File: config.mk
export PLATFORM = sky130hd
export DESIGN_NAME = combined_lcg_shuffle_rng_flat
export DESIGN_NICKNAME = d
export VERILOG_FILES = /design/src/design/clsr_pkg.sv /design/src/design/clsr_req_if.sv /design/src/design/clsr_draw_if.sv /design/src/design/combined_lcg_shuffle_rng.sv /design/src/design/clsr_schrage.sv /design/src/flat_wrapper.sv
export SDC_FILE = /design/constraint.sdc
export NUM_CORES = 2
export LEC_CHECK = 0
export ABC_AREA = 1
export BUFFER_PORTS_ARGS = -buffer_cell sky130_fd_sc_hd__buf_2
export CAP_MARGIN = 20
export CORE_MARGIN = 1.5
export CORE_UTILIZATION = 60
export CTS_CLUSTER_DIAMETER = 30
export DETAILED_ROUTE_END_ITERATION = 8
export HOLD_SLACK_MARGIN = 0.05
export PLACE_DENSITY_LB_ADDON = 0.1
export SETUP_SLACK_MARGIN = 0.1
export SLEW_MARGIN = 20
export SYNTH_ARGS = -nofsm -noshare
export SYNTH_HDL_FRONTEND = slang
export SYNTH_SLANG_ARGS = --single-unit
File: constraint.sdc
create_clock -name clk -period 24.7 [get_ports clk]
set_input_delay 4.94 -clock clk [delete_from_list [all_inputs] [get_ports clk]]
set_output_delay 4.94 -clock clk [all_outputs]
set_load 0.01 [all_outputs]
File: src/design/clsr_pkg.sv
`timescale 1ns / 1ps
// ----------------------------------------------------------------------------
// clsr_pkg: shared types and constants of the combined LCG shuffle generator
// Generator constants, reciprocals for constant division, table geometry,
// sequencer states and the request/response structs of the Schrage unit.
// ----------------------------------------------------------------------------
package clsr_pkg;

    localparam int TABLE_SIZE   = 32;
    localparam int WARMUP_STEPS = 8;
    localparam int STEP_TOTAL   = TABLE_SIZE + WARMUP_STEPS;

    localparam int VAL_W  = 31;
    localparam int IDX_W  = $clog2(TABLE_SIZE);
    localparam int STEP_W = $clog2(STEP_TOTAL + 1);
    localparam int K_W    = 16;   // quotient and remainder of a Schrage split
    localparam int R_W    = 14;

    // floor(x / q) is taken as (x * RECIP) >> RECIP_SHIFT, low by at most one
    localparam int RECIP_W     = 32;
    localparam int RECIP_SHIFT = 47;
    localparam int PROD_W      = VAL_W + RECIP_W;

    localparam logic [VAL_W-1:0] IM1        = 31'd2147483563;
    localparam logic [VAL_W-1:0] IM2        = 31'd2147483399;
    localparam logic [VAL_W-1:0] IMM1       = 31'd2147483562;
    localparam logic [VAL_W-1:0] SEED2_INIT = 31'd123456789;

    localparam logic [K_W-1:0] IA1 = 16'd40014;
    localparam logic [K_W-1:0] IQ1 = 16'd53668;
    localparam logic [R_W-1:0] IR1 = 14'd12211;
    localparam logic [K_W-1:0] IA2 = 16'd40692;
    localparam logic [K_W-1:0] IQ2 = 16'd52774;
    localparam logic [R_W-1:0] IR2 = 14'd3791;

    localparam longint unsigned RECIP_ONE = 64'd1 << RECIP_SHIFT;
    localparam logic [RECIP_W-1:0] RECIP1 = RECIP_W'(RECIP_ONE / 64'(IQ1));
    localparam logic [RECIP_W-1:0] RECIP2 = RECIP_W'(RECIP_ONE / 64'(IQ2));

    // table slot = last output / NDIV
    localparam longint unsigned NDIV_L = 64'd1 + 64'(IMM1) / 64'(TABLE_SIZE);
    localparam logic [VAL_W-1:0]   NDIV      = VAL_W'(NDIV_L);
    localparam logic [RECIP_W-1:0] IDX_RECIP = RECIP_W'(RECIP_ONE / NDIV_L);
    localparam int IDX_QW = $clog2(TABLE_SIZE + 2);
    localparam int BND_W  = IDX_QW + VAL_W;

    typedef enum logic {
        GEN_FIRST,
        GEN_SECOND
    } gen_sel_t;

    typedef enum logic [2:0] {
        ST_IDLE,
        ST_WARM,
        ST_DRAW_G1,
        ST_DRAW_G2,
        ST_DRAW_WAIT,
        ST_OUT
    } state_t;

    typedef struct packed {
        logic             vld;
        gen_sel_t         sel;
        logic [VAL_W-1:0] z;
    } sch_req_t;

    typedef struct packed {
        logic             vld;
        gen_sel_t         sel;
        logic [VAL_W-1:0] value;
    } sch_rsp_t;

endpackage

File: src/design/clsr_req_if.sv
`timescale 1ns / 1ps
// ----------------------------------------------------------------------------
// clsr_req_if: request channel
// valid/ready channel carrying a draw or reseed request.
// ----------------------------------------------------------------------------
interface clsr_req_if import clsr_pkg::*; ();
    logic             valid;
    logic             ready;
    logic             req_type;
    logic [VAL_W-1:0] seed_value;

    modport source (output valid, output req_type, output seed_value, input ready);
    modport sink   (input valid, input req_type, input seed_value, output ready);
endinterface

File: src/design/clsr_draw_if.sv
`timescale 1ns / 1ps
// ----------------------------------------------------------------------------
// clsr_draw_if: result channel
// valid/ready channel carrying one integer draw.
// ----------------------------------------------------------------------------
interface clsr_draw_if import clsr_pkg::*; ();
    logic             valid;
    logic             ready;
    logic [VAL_W-1:0] draw;

    modport source (output valid, output draw, input ready);
    modport sink   (input valid, input draw, output ready);
endinterface

File: src/design/combined_lcg_shuffle_rng.sv
`timescale 1ns / 1ps
// ----------------------------------------------------------------------------
// combined_lcg_shuffle_rng: combined prime-modulus LCG pair with table shuffle
// Draw/reseed requests in, one 31-bit integer draw out per request.
// ----------------------------------------------------------------------------
// Each request yields exactly one draw in 1..2147483562; divide it by
// 2147483563 for the uniform deviate. For a draw request both generators
// go through the shared five-stage Schrage pipeline, the second issued in
// the cycle after the first, and the last stage of the second generator
// sets the finish. A reseed feeds the result of every warm-up step
// straight back into the same pipeline, followed by a normal draw.
// The shuffle table sits in a 32-entry synchronous memory with per-entry
// valid flops, so after reset it reads as zeros without a clearing pass.
// One request is in flight at a time; a new request is taken while a
// finished draw still waits in the output register.
// ----------------------------------------------------------------------------
module combined_lcg_shuffle_rng import clsr_pkg::*;
(
    input  logic        clk,
    input  logic        rst_n,
    clsr_req_if.sink    req,
    clsr_draw_if.source rsp
);

    state_t state_reg;
    state_t state_next;

    logic [VAL_W-1:0] g1_reg;
    logic [VAL_W-1:0] g1_next;
    logic [VAL_W-1:0] g2_reg;
    logic [VAL_W-1:0] g2_next;
    logic [VAL_W-1:0] last_reg;
    logic [VAL_W-1:0] last_next;
    logic [STEP_W-1:0] step_reg;
    logic [STEP_W-1:0] step_next;
    logic [TABLE_SIZE-1:0] valid_reg;
    logic [TABLE_SIZE-1:0] valid_next;
    logic             out_valid_reg;
    logic             out_valid_next;
    logic [VAL_W-1:0] out_draw_reg;
    logic [VAL_W-1:0] out_draw_next;
    logic             req_ready;

    sch_req_t sch_op;
    sch_rsp_t sch_res;

    // shuffle table memory
    logic [VAL_W-1:0] shuf_mem [TABLE_SIZE];
    logic             wr_en;
    logic [IDX_W-1:0] wr_addr;
    logic [VAL_W-1:0] wr_data;
    logic [VAL_W-1:0] rd_data_reg;
    logic             entry_vld_reg;
    logic [VAL_W-1:0] entry;

    // slot index pipeline (free running on last_reg)
    logic [PROD_W-1:0] i1_prod;
    logic [IDX_QW-1:0] i1_q_next;
    logic [IDX_QW-1:0] i1_q_reg;
    logic [VAL_W-1:0]  i1_lo_reg;
    logic [BND_W-1:0]  i2_bnd_next;
    logic [BND_W-1:0]  i2_bnd_reg;
    logic [IDX_QW-1:0] i2_q_reg;
    logic [VAL_W-1:0]  i2_lo_reg;
    logic [IDX_QW-1:0] i3_q;
    logic [IDX_W-1:0]  idx_next;
    logic [IDX_W-1:0]  idx_reg;

    logic signed [31:0] y_diff;
    logic [VAL_W-1:0]   y_value;

    clsr_schrage u_schrage
    (
        .clk   (clk),
        .rst_n (rst_n),
        .op    (sch_op),
        .res   (sch_res)
    );

    // slot = floor(last / NDIV): reciprocal estimate, then one upward fix
    always_comb
    begin
        i1_prod     = PROD_W'(last_reg) * PROD_W'(IDX_RECIP);
        i1_q_next   = IDX_QW'(i1_prod >> RECIP_SHIFT);
        i2_bnd_next = BND_W'(i1_q_reg + 1'b1) * BND_W'(NDIV);
        i3_q        = (BND_W'(i2_lo_reg) >= i2_bnd_reg) ? (i2_q_reg + 1'b1) : i2_q_reg;
        if (i3_q >= IDX_QW'(TABLE_SIZE))
        begin
            idx_next = IDX_W'(TABLE_SIZE - 1);
        end
        else
        begin
            idx_next = i3_q[IDX_W-1:0];
        end
    end

    always_ff @(posedge clk)
    begin
        i1_q_reg   <= i1_q_next;
        i1_lo_reg  <= last_reg;
        i2_bnd_reg <= i2_bnd_next;
        i2_q_reg   <= i1_q_reg;
        i2_lo_reg  <= i1_lo_reg;
        idx_reg    <= idx_next;
    end

    // memory: one write port, one registered read at the current slot
    always_ff @(posedge clk)
    begin
        if (wr_en)
        begin
            shuf_mem[wr_addr] <= wr_data;
        end
        rd_data_reg   <= shuf_mem[idx_reg];
        entry_vld_reg <= valid_reg[idx_reg];
    end

    // never-written entries read as zero
    assign entry = entry_vld_reg ? rd_data_reg : '0;

    // combine picked entry with the new second generator
    always_comb
    begin
        y_diff = $signed({1'b0, entry}) - $signed({1'b0, sch_res.value});
        if (y_diff < 32'sd1)
        begin
            y_diff = y_diff + $signed({1'b0, IMM1});
        end
        y_value = y_diff[VAL_W-1:0];
    end

    always_comb
    begin
        logic [VAL_W-1:0] seed;
        logic [IDX_W-1:0] step_addr;

        seed      = (req.seed_value == '0) ? VAL_W'(1) : req.seed_value;
        step_addr = IDX_W'(step_reg - 1'b1);

        state_next     = state_reg;
        g1_next        = g1_reg;
        g2_next        = g2_reg;
        last_next      = last_reg;
        step_next      = step_reg;
        valid_next     = valid_reg;
        out_valid_next = out_valid_reg && !rsp.ready;
        out_draw_next  = out_draw_reg;
        req_ready      = 1'b0;
        wr_en          = 1'b0;
        wr_addr        = idx_reg;
        wr_data        = g1_reg;
        sch_op.vld     = 1'b0;
        sch_op.sel     = GEN_FIRST;
        sch_op.z       = g1_reg;

        case (state_reg)
            ST_IDLE:
            begin
                req_ready = 1'b1;
                if (req.valid)
                begin
                    sch_op.vld = 1'b1;
                    if (req.req_type)
                    begin
                        // load both generators, start the warm-up chain
                        g1_next    = seed;
                        g2_next    = seed;
                        step_next  = STEP_W'(STEP_TOTAL);
                        sch_op.z   = seed;
                        state_next = ST_WARM;
                    end
                    else
                    begin
                        state_next = ST_DRAW_G2;
                    end
                end
            end

            ST_WARM:
            begin
                if (sch_res.vld)
                begin
                    g1_next = sch_res.value;
                    // the last TABLE_SIZE steps fill the table from the top down
                    if (step_reg <= STEP_W'(TABLE_SIZE))
                    begin
                        wr_en                 = 1'b1;
                        wr_addr               = step_addr;
                        wr_data               = sch_res.value;
                        valid_next[step_addr] = 1'b1;
                    end
                    if (step_reg == STEP_W'(1))
                    begin
                        // slot 0 holds the final value: it is the new last output
                        last_next  = sch_res.value;
                        state_next = ST_DRAW_G1;
                    end
                    else
                    begin
                        sch_op.vld = 1'b1;
                        sch_op.z   = sch_res.value;
                        step_next  = step_reg - 1'b1;
                    end
                end
            end

            ST_DRAW_G1:
            begin
                sch_op.vld = 1'b1;
                state_next = ST_DRAW_G2;
            end

            ST_DRAW_G2:
            begin
                sch_op.vld = 1'b1;
                sch_op.sel = GEN_SECOND;
                sch_op.z   = g2_reg;
                state_next = ST_DRAW_WAIT;
            end

            ST_DRAW_WAIT:
            begin
                if (sch_res.vld)
                begin
                    if (sch_res.sel == GEN_FIRST)
                    begin
                        g1_next = sch_res.value;
                    end
                    else
                    begin
                        // refill the picked slot with the new first generator
                        g2_next             = sch_res.value;
                        last_next           = y_value;
                        wr_en               = 1'b1;
                        valid_next[idx_reg] = 1'b1;
                        if (!out_valid_reg || rsp.ready)
                        begin
                            out_valid_next = 1'b1;
                            out_draw_next  = y_value;
                            state_next     = ST_IDLE;
                        end
                        else
                        begin
                            state_next = ST_OUT;
                        end
                    end
                end
            end

            ST_OUT:
            begin
                if (!out_valid_reg || rsp.ready)
                begin
                    out_valid_next = 1'b1;
                    out_draw_next  = last_reg;
                    state_next     = ST_IDLE;
                end
            end

            default:
            begin
                state_next = ST_IDLE;
            end
        endcase
    end

    always_ff @(posedge clk or negedge rst_n)
    begin
        if (!rst_n)
        begin
            state_reg     <= ST_IDLE;
            g1_reg        <= VAL_W'(1);
            g2_reg        <= SEED2_INIT;
            last_reg      <= '0;
            step_reg      <= '0;
            valid_reg     <= '0;
            out_valid_reg <= 1'b0;
        end
        else
        begin
            state_reg     <= state_next;
            g1_reg        <= g1_next;
            g2_reg        <= g2_next;
            last_reg      <= last_next;
            step_reg      <= step_next;
            valid_reg     <= valid_next;
            out_valid_reg <= out_valid_next;
        end
    end

    always_ff @(posedge clk)
    begin
        out_draw_reg <= out_draw_next;
    end

    assign req.ready = req_ready;
    assign rsp.valid = out_valid_reg;
    assign rsp.draw  = out_draw_reg;

endmodule

File: src/design/clsr_schrage.sv
`timescale 1ns / 1ps
// ----------------------------------------------------------------------------
// clsr_schrage: pipelined Schrage step a*z mod m
// Five stages, one new operation per cycle, tagged with the generator.
// ----------------------------------------------------------------------------
module clsr_schrage import clsr_pkg::*;
(
    input  logic     clk,
    input  logic     rst_n,
    input  sch_req_t op,
    output sch_rsp_t res
);

    logic [4:0] vld_reg;
    gen_sel_t   sel_reg [5];

    // stage 1: approximate quotient
    logic [PROD_W-1:0] s1_prod;
    logic [K_W-1:0]    s1_k_next;
    logic [K_W-1:0]    s1_k_reg;
    logic [VAL_W-1:0]  s1_z_reg;

    // stage 2: quotient times q
    logic [31:0]      s2_t_next;
    logic [31:0]      s2_t_reg;
    logic [K_W-1:0]   s2_k_reg;
    logic [VAL_W-1:0] s2_z_reg;

    // stage 3: remainder with one correction
    logic [31:0]    s3_diff;
    logic [K_W:0]   s3_rem_wide;
    logic [K_W-1:0] s3_q;
    logic [K_W-1:0] s3_rem_next;
    logic [K_W-1:0] s3_k_next;
    logic [K_W-1:0] s3_rem_reg;
    logic [K_W-1:0] s3_k_reg;

    // stage 4: the two products
    logic [31:0] s4_pa_next;
    logic [31:0] s4_pr_next;
    logic [31:0] s4_pa_reg;
    logic [31:0] s4_pr_reg;

    // stage 5: difference, wrap into range
    logic signed [32:0] s5_v;
    logic [VAL_W-1:0]   s5_value_next;
    logic [VAL_W-1:0]   s5_value_reg;

    always_comb
    begin
        s1_prod   = PROD_W'(op.z) * PROD_W'((op.sel == GEN_FIRST) ? RECIP1 : RECIP2);
        s1_k_next = K_W'(s1_prod >> RECIP_SHIFT);

        s2_t_next = 32'(s1_k_reg) * 32'((sel_reg[0] == GEN_FIRST) ? IQ1 : IQ2);

        s3_q        = (sel_reg[1] == GEN_FIRST) ? IQ1 : IQ2;
        s3_diff     = 32'(s2_z_reg) - s2_t_reg;
        s3_rem_wide = s3_diff[K_W:0];
        if (s3_rem_wide >= (K_W+1)'(s3_q))
        begin
            s3_rem_next = K_W'(s3_rem_wide - (K_W+1)'(s3_q));
            s3_k_next   = s2_k_reg + 1'b1;
        end
        else
        begin
            s3_rem_next = s3_rem_wide[K_W-1:0];
            s3_k_next   = s2_k_reg;
        end

        s4_pa_next = 32'(s3_rem_reg) * 32'((sel_reg[2] == GEN_FIRST) ? IA1 : IA2);
        s4_pr_next = 32'(s3_k_reg) * 32'((sel_reg[2] == GEN_FIRST) ? IR1 : IR2);

        s5_v = $signed({1'b0, s4_pa_reg}) - $signed({1'b0, s4_pr_reg});
        if (s5_v[32])
        begin
            s5_v = s5_v + $signed({2'b00, ((sel_reg[3] == GEN_FIRST) ? IM1 : IM2)});
        end
        s5_value_next = s5_v[VAL_W-1:0];
    end

    always_ff @(posedge clk or negedge rst_n)
    begin
        if (!rst_n)
        begin
            vld_reg <= '0;
        end
        else
        begin
            vld_reg <= {vld_reg[3:0], op.vld};
        end
    end

    always_ff @(posedge clk)
    begin
        sel_reg[0]   <= op.sel;
        sel_reg[1]   <= sel_reg[0];
        sel_reg[2]   <= sel_reg[1];
        sel_reg[3]   <= sel_reg[2];
        sel_reg[4]   <= sel_reg[3];
        s1_k_reg     <= s1_k_next;
        s1_z_reg     <= op.z;
        s2_t_reg     <= s2_t_next;
        s2_k_reg     <= s1_k_reg;
        s2_z_reg     <= s1_z_reg;
        s3_rem_reg   <= s3_rem_next;
        s3_k_reg     <= s3_k_next;
        s4_pa_reg    <= s4_pa_next;
        s4_pr_reg    <= s4_pr_next;
        s5_value_reg <= s5_value_next;
    end

    assign res.vld   = vld_reg[4];
    assign res.sel   = sel_reg[4];
    assign res.value = s5_value_reg;

endmodule
File: src/flat_wrapper.sv
// flat-port wrapper written by rule: the top's interface ports become plain ports
module combined_lcg_shuffle_rng_flat import clsr_pkg::*;
  (clk, rst_n, req_valid, req_req_type, req_seed_value, req_ready, rsp_valid, rsp_draw, rsp_ready);
  clsr_req_if req_i ();
  clsr_draw_if rsp_i ();
  input  logic clk;
  input  logic rst_n;
  input wire logic [$bits(req_i.valid)-1:0] req_valid;
  input wire logic [$bits(req_i.req_type)-1:0] req_req_type;
  input wire logic [$bits(req_i.seed_value)-1:0] req_seed_value;
  output wire logic [$bits(req_i.ready)-1:0] req_ready;
  output wire logic [$bits(rsp_i.valid)-1:0] rsp_valid;
  output wire logic [$bits(rsp_i.draw)-1:0] rsp_draw;
  input wire logic [$bits(rsp_i.ready)-1:0] rsp_ready;
  assign req_i.valid = req_valid;
  assign req_i.req_type = req_req_type;
  assign req_i.seed_value = req_seed_value;
  assign req_ready = req_i.ready;
  assign rsp_valid = rsp_i.valid;
  assign rsp_draw = rsp_i.draw;
  assign rsp_i.ready = rsp_ready;
  combined_lcg_shuffle_rng u_core (.clk(clk), .rst_n(rst_n), .req(req_i), .rsp(rsp_i));
endmodule
==> results.toml <==
[routing]
detail_route.first_pass.iterations = 8
totalWireLength_mm = 321.7
drt_drc_violations_left = 0
via_per_inst = 6.000
count_of_vias_placed_by_the_detailed_router = 77220
detail_route.iter0.violations = 9014
post_drt_wl_per_cell_um = 24.99
detail-route-antenna-nets = 0

[setup_path]
timing.critical_path.buf_inv = 7
cp_slowest_stage_delay_ns = 0.58
critPathMaxFanout = 60
r2r_slack_ns = 14.18
crit_end = "u_core.u_schrage.s1_k_reg[15]"
r2r-start = "u_core.state_reg[0]"
critPathRequiredTime_ns = 25.41
timing.critical_path.slowest_stage_cell = "sky130_fd_sc_hd__nor2_1"
worst_r2r_endpoint = "u_core.u_schrage.s1_k_reg[13]"
critical_path_class = "input port to flop"
sort_of_element_at_the_start_of_the_critical_path = "input port"
setup.worst_path.start = "req_valid"
ff2ff_path_depth = 41
path_depth = 33
crit_arrival_ns = 13.40
cell_family_with_the_largest_share_of_critical_path_delay = "adder cells"
endpoint_kind = "flop"
cpMostUsedCell = "sky130_fd_sc_hd__fa_1"

[clocking]
holdBufCountCts = 0
master_cell_of_the_clock_root_buffer = "sky130_fd_sc_hd__clkbuf_16"
clkSlewWorstSetupHoldPaths_ns = 0.06
cts_post_setup_buffers_inserted = 0
clock_tree.htree_level_count = 5
cts_repair_resize_count = 0
cts_buffers = 318
clock_tree_from_tritoncts = "built"
clkSinkCount = 1504
clk_latency_ns = 0.96
cts_max_path_buffers = 4

[sta]
max_slew_headroom_pct = 18.36
drv_slew = 0
grt_setup_unrepaired = "no"
fin_crit_sh_pct = 51.36
fmax_mhz = 78.83
setup_total_negative_slack_ns = 0
finalHoldViolations = 0
setup_viol = 0
layout_min_cycle_time_ns = 12.69
worst_hold_slack_after_final_layout_ns = 0.2963
tightestPinTransition_ns = 1.225
worst_clock_skew_ns = 0.1216

[worst_hold_path]
min-delay-path-class = "flop to flop"

[logic_synthesis]
synth_sequential_area_ratio_pct = 40.10
netlist-cell-type-count = 64
synthCells = 10220
postSynthRegisterBits = 1504
postSynth.asyncResetShare_pct = 9.309
synth_area_per_cell_um2 = 10.02
synth_edf_count = 1023
dominantRegCellSynth = "sky130_fd_sc_hd__edfxtp_1"
synth.cell_area_mm2 = 0.1024
yosys_warnings = 0

[run_status]
outcome = "completed"

[grt]
antenna_found_initial = 18
vias_in_the_first_global_route = 76760
grt.overflow.total = 0
grt_pass1_wl_mm = 477.7
pin_count_of_the_biggest_net_entering_global_routing = 217
groute.usage.overall_pct = 37.13

[cells_and_area]
drive_gt1_share_pct = 8.135
layout.cells.non_filler = 12870
area_of_the_multi_input_gates_mm2 = 0.05343
layout.area.seq_mm2 = 0.04108
syn_to_final_growth_pct = 13.69
nNetsFinal = 12230
largest_register_ffs = 992
final.fill_count = 13090

[run]
cap_violations = 0

[floorplan]
placementRows = 151
design.die.area_mm2 = 0.1732
die_width_um = 416.1
design.portCount = 69
die_height_um = 416.1
floorplan.initialDensity_pct = 60.43
core_mm2 = 0.1695

[place]
port_buf_inserts = 68
gp_congestion = 1.040
dp.final_hpwl_mm = 232.7
numPlacedInstances = 12300
## final cells by class
type	count	share of cell area, %
antenna	7	0.01505
clock buffer	376	7.312
clock inverter	185	1.834
inverter	1912	6.172
multi-input combinational	6479	45.89
sequential	1504	35.28
tap	2218	2.384
timing repair buffer	189	1.110
## routing by layer
metal | global-route usage, % | part of all wire (%) | wire length (um) | up-vias
met5 | 0 | 0.025 | 81 | -
met4 | 16.32 | 4.8 | 15290 | 10
met3 | 7.485 | 10 | 32830 | 748
met2 | 56.57 | 45 | 143700 | 4134
met1 | 51.81 | 40 | 129800 | 37960
li1 | - | - | - | 34370
## cell families (layout without fill, tap and decap cells)
logic type	Yosys count	in the layout	synth area share, %
compound gates	1363	1363	8.163
other cells	2	17	0.007333
simple gates	3088	3088	13.03
flops	1504	1504	40.10
xor+xnor	224	224	1.945
fa+ha+maj	1794	1794	28.50
buf+inv	2241	2662	8.248
## worst register-to-register path, delay by kind of cell (launching register included)
family	cells	cell delay, ns
adders and majority gates	9	4.43
AOI/OAI and AO/OA	7	1.21
buffers and inverters	15	2.22
and+or+nand+nor	10	2.05
DFF	1	0.44
## cells in the final DEF, fill, tap and decap left out, types with 324 or more instances in the layout
cell type / instances
sky130_fd_sc_hd__fa_1: 898
sky130_fd_sc_hd__clkbuf_16: 324
sky130_fd_sc_hd__inv_1: 1886
sky130_fd_sc_hd__nand2_1: 1309
sky130_fd_sc_hd__ha_1: 896
sky130_fd_sc_hd__o21ai_0: 365
sky130_fd_sc_hd__edfxtp_1: 1023
sky130_fd_sc_hd__dfxtp_1: 337
sky130_fd_sc_hd__nand3_1: 973
sky130_fd_sc_hd__a21oi_1: 341
sky130_fd_sc_hd__nor2_1: 548
## stage by stage
step           instance area [um2]  setup slack (ns)  utilization, %
2_1_floorplan               102400             12.28               -
3_3_place_gp                105700             11.51           62.37
3_5_place_dp                105700             11.37           62.38
4_1_cts                     116400             12.19           68.67
5_1_grt                     116400             11.50           68.70
6_report                    116400             12.01           68.70
## synthesized netlist by cell type, drive strengths merged (9+ instances only)
cell type,n,area (um2)
or2,25,156.4
dfxtp,341,6827
fa,898,17980
nor2,594,2272
a211oi,14,105.1
nor4,20,125.1
o211ai,14,105.1
inv,1905,7151
a31oi,94,588.1
dfstp,17,446.7
a21oi,343,1720
o22ai,14,87.58
ha,896,11210
a22oi,285,2140
nand3,977,4910
a221oi,46,402.9
edfxtp,1023,30720
nand3b,9,67.56
clkbuf,306,1149
o21a,14,105.1
xnor2,75,671.9
nand4,73,456.7
xor2,149,1320
a21o,16,120.1
o21ai,418,2103
buf,23,121.4
a22o,24,210.2
nand2,1315,4949
nor3,68,361.6
o2111ai,28,245.2
o21bai,28,210.2
dfrtp,123,3078
## worst min path at each step
stage | startpoint | endpoint | slack [ns] | depth (start not counted)
floorplan | u_core.i1_lo_reg[0] | u_core.i2_lo_reg[0] | 0.31 | 0
global placement | u_core.u_schrage.s1_z_reg[13] | u_core.u_schrage.s2_z_reg[13] | 0.31 | 0
detailed placement | u_core.i1_lo_reg[17] | u_core.i2_lo_reg[17] | 0.31 | 0
CTS | u_core.i1_lo_reg[2] | u_core.i2_lo_reg[2] | 0.29 | 0
global route | u_core.i1_lo_reg[2] | u_core.i2_lo_reg[2] | 0.29 | 0
finish | u_core.i1_lo_reg[2] | u_core.i2_lo_reg[2] | 0.30 | 0
Power is left out: the tool's default activity adds up to more than one toggle a clock period on the data nets, which glitch-free logic cannot reach.
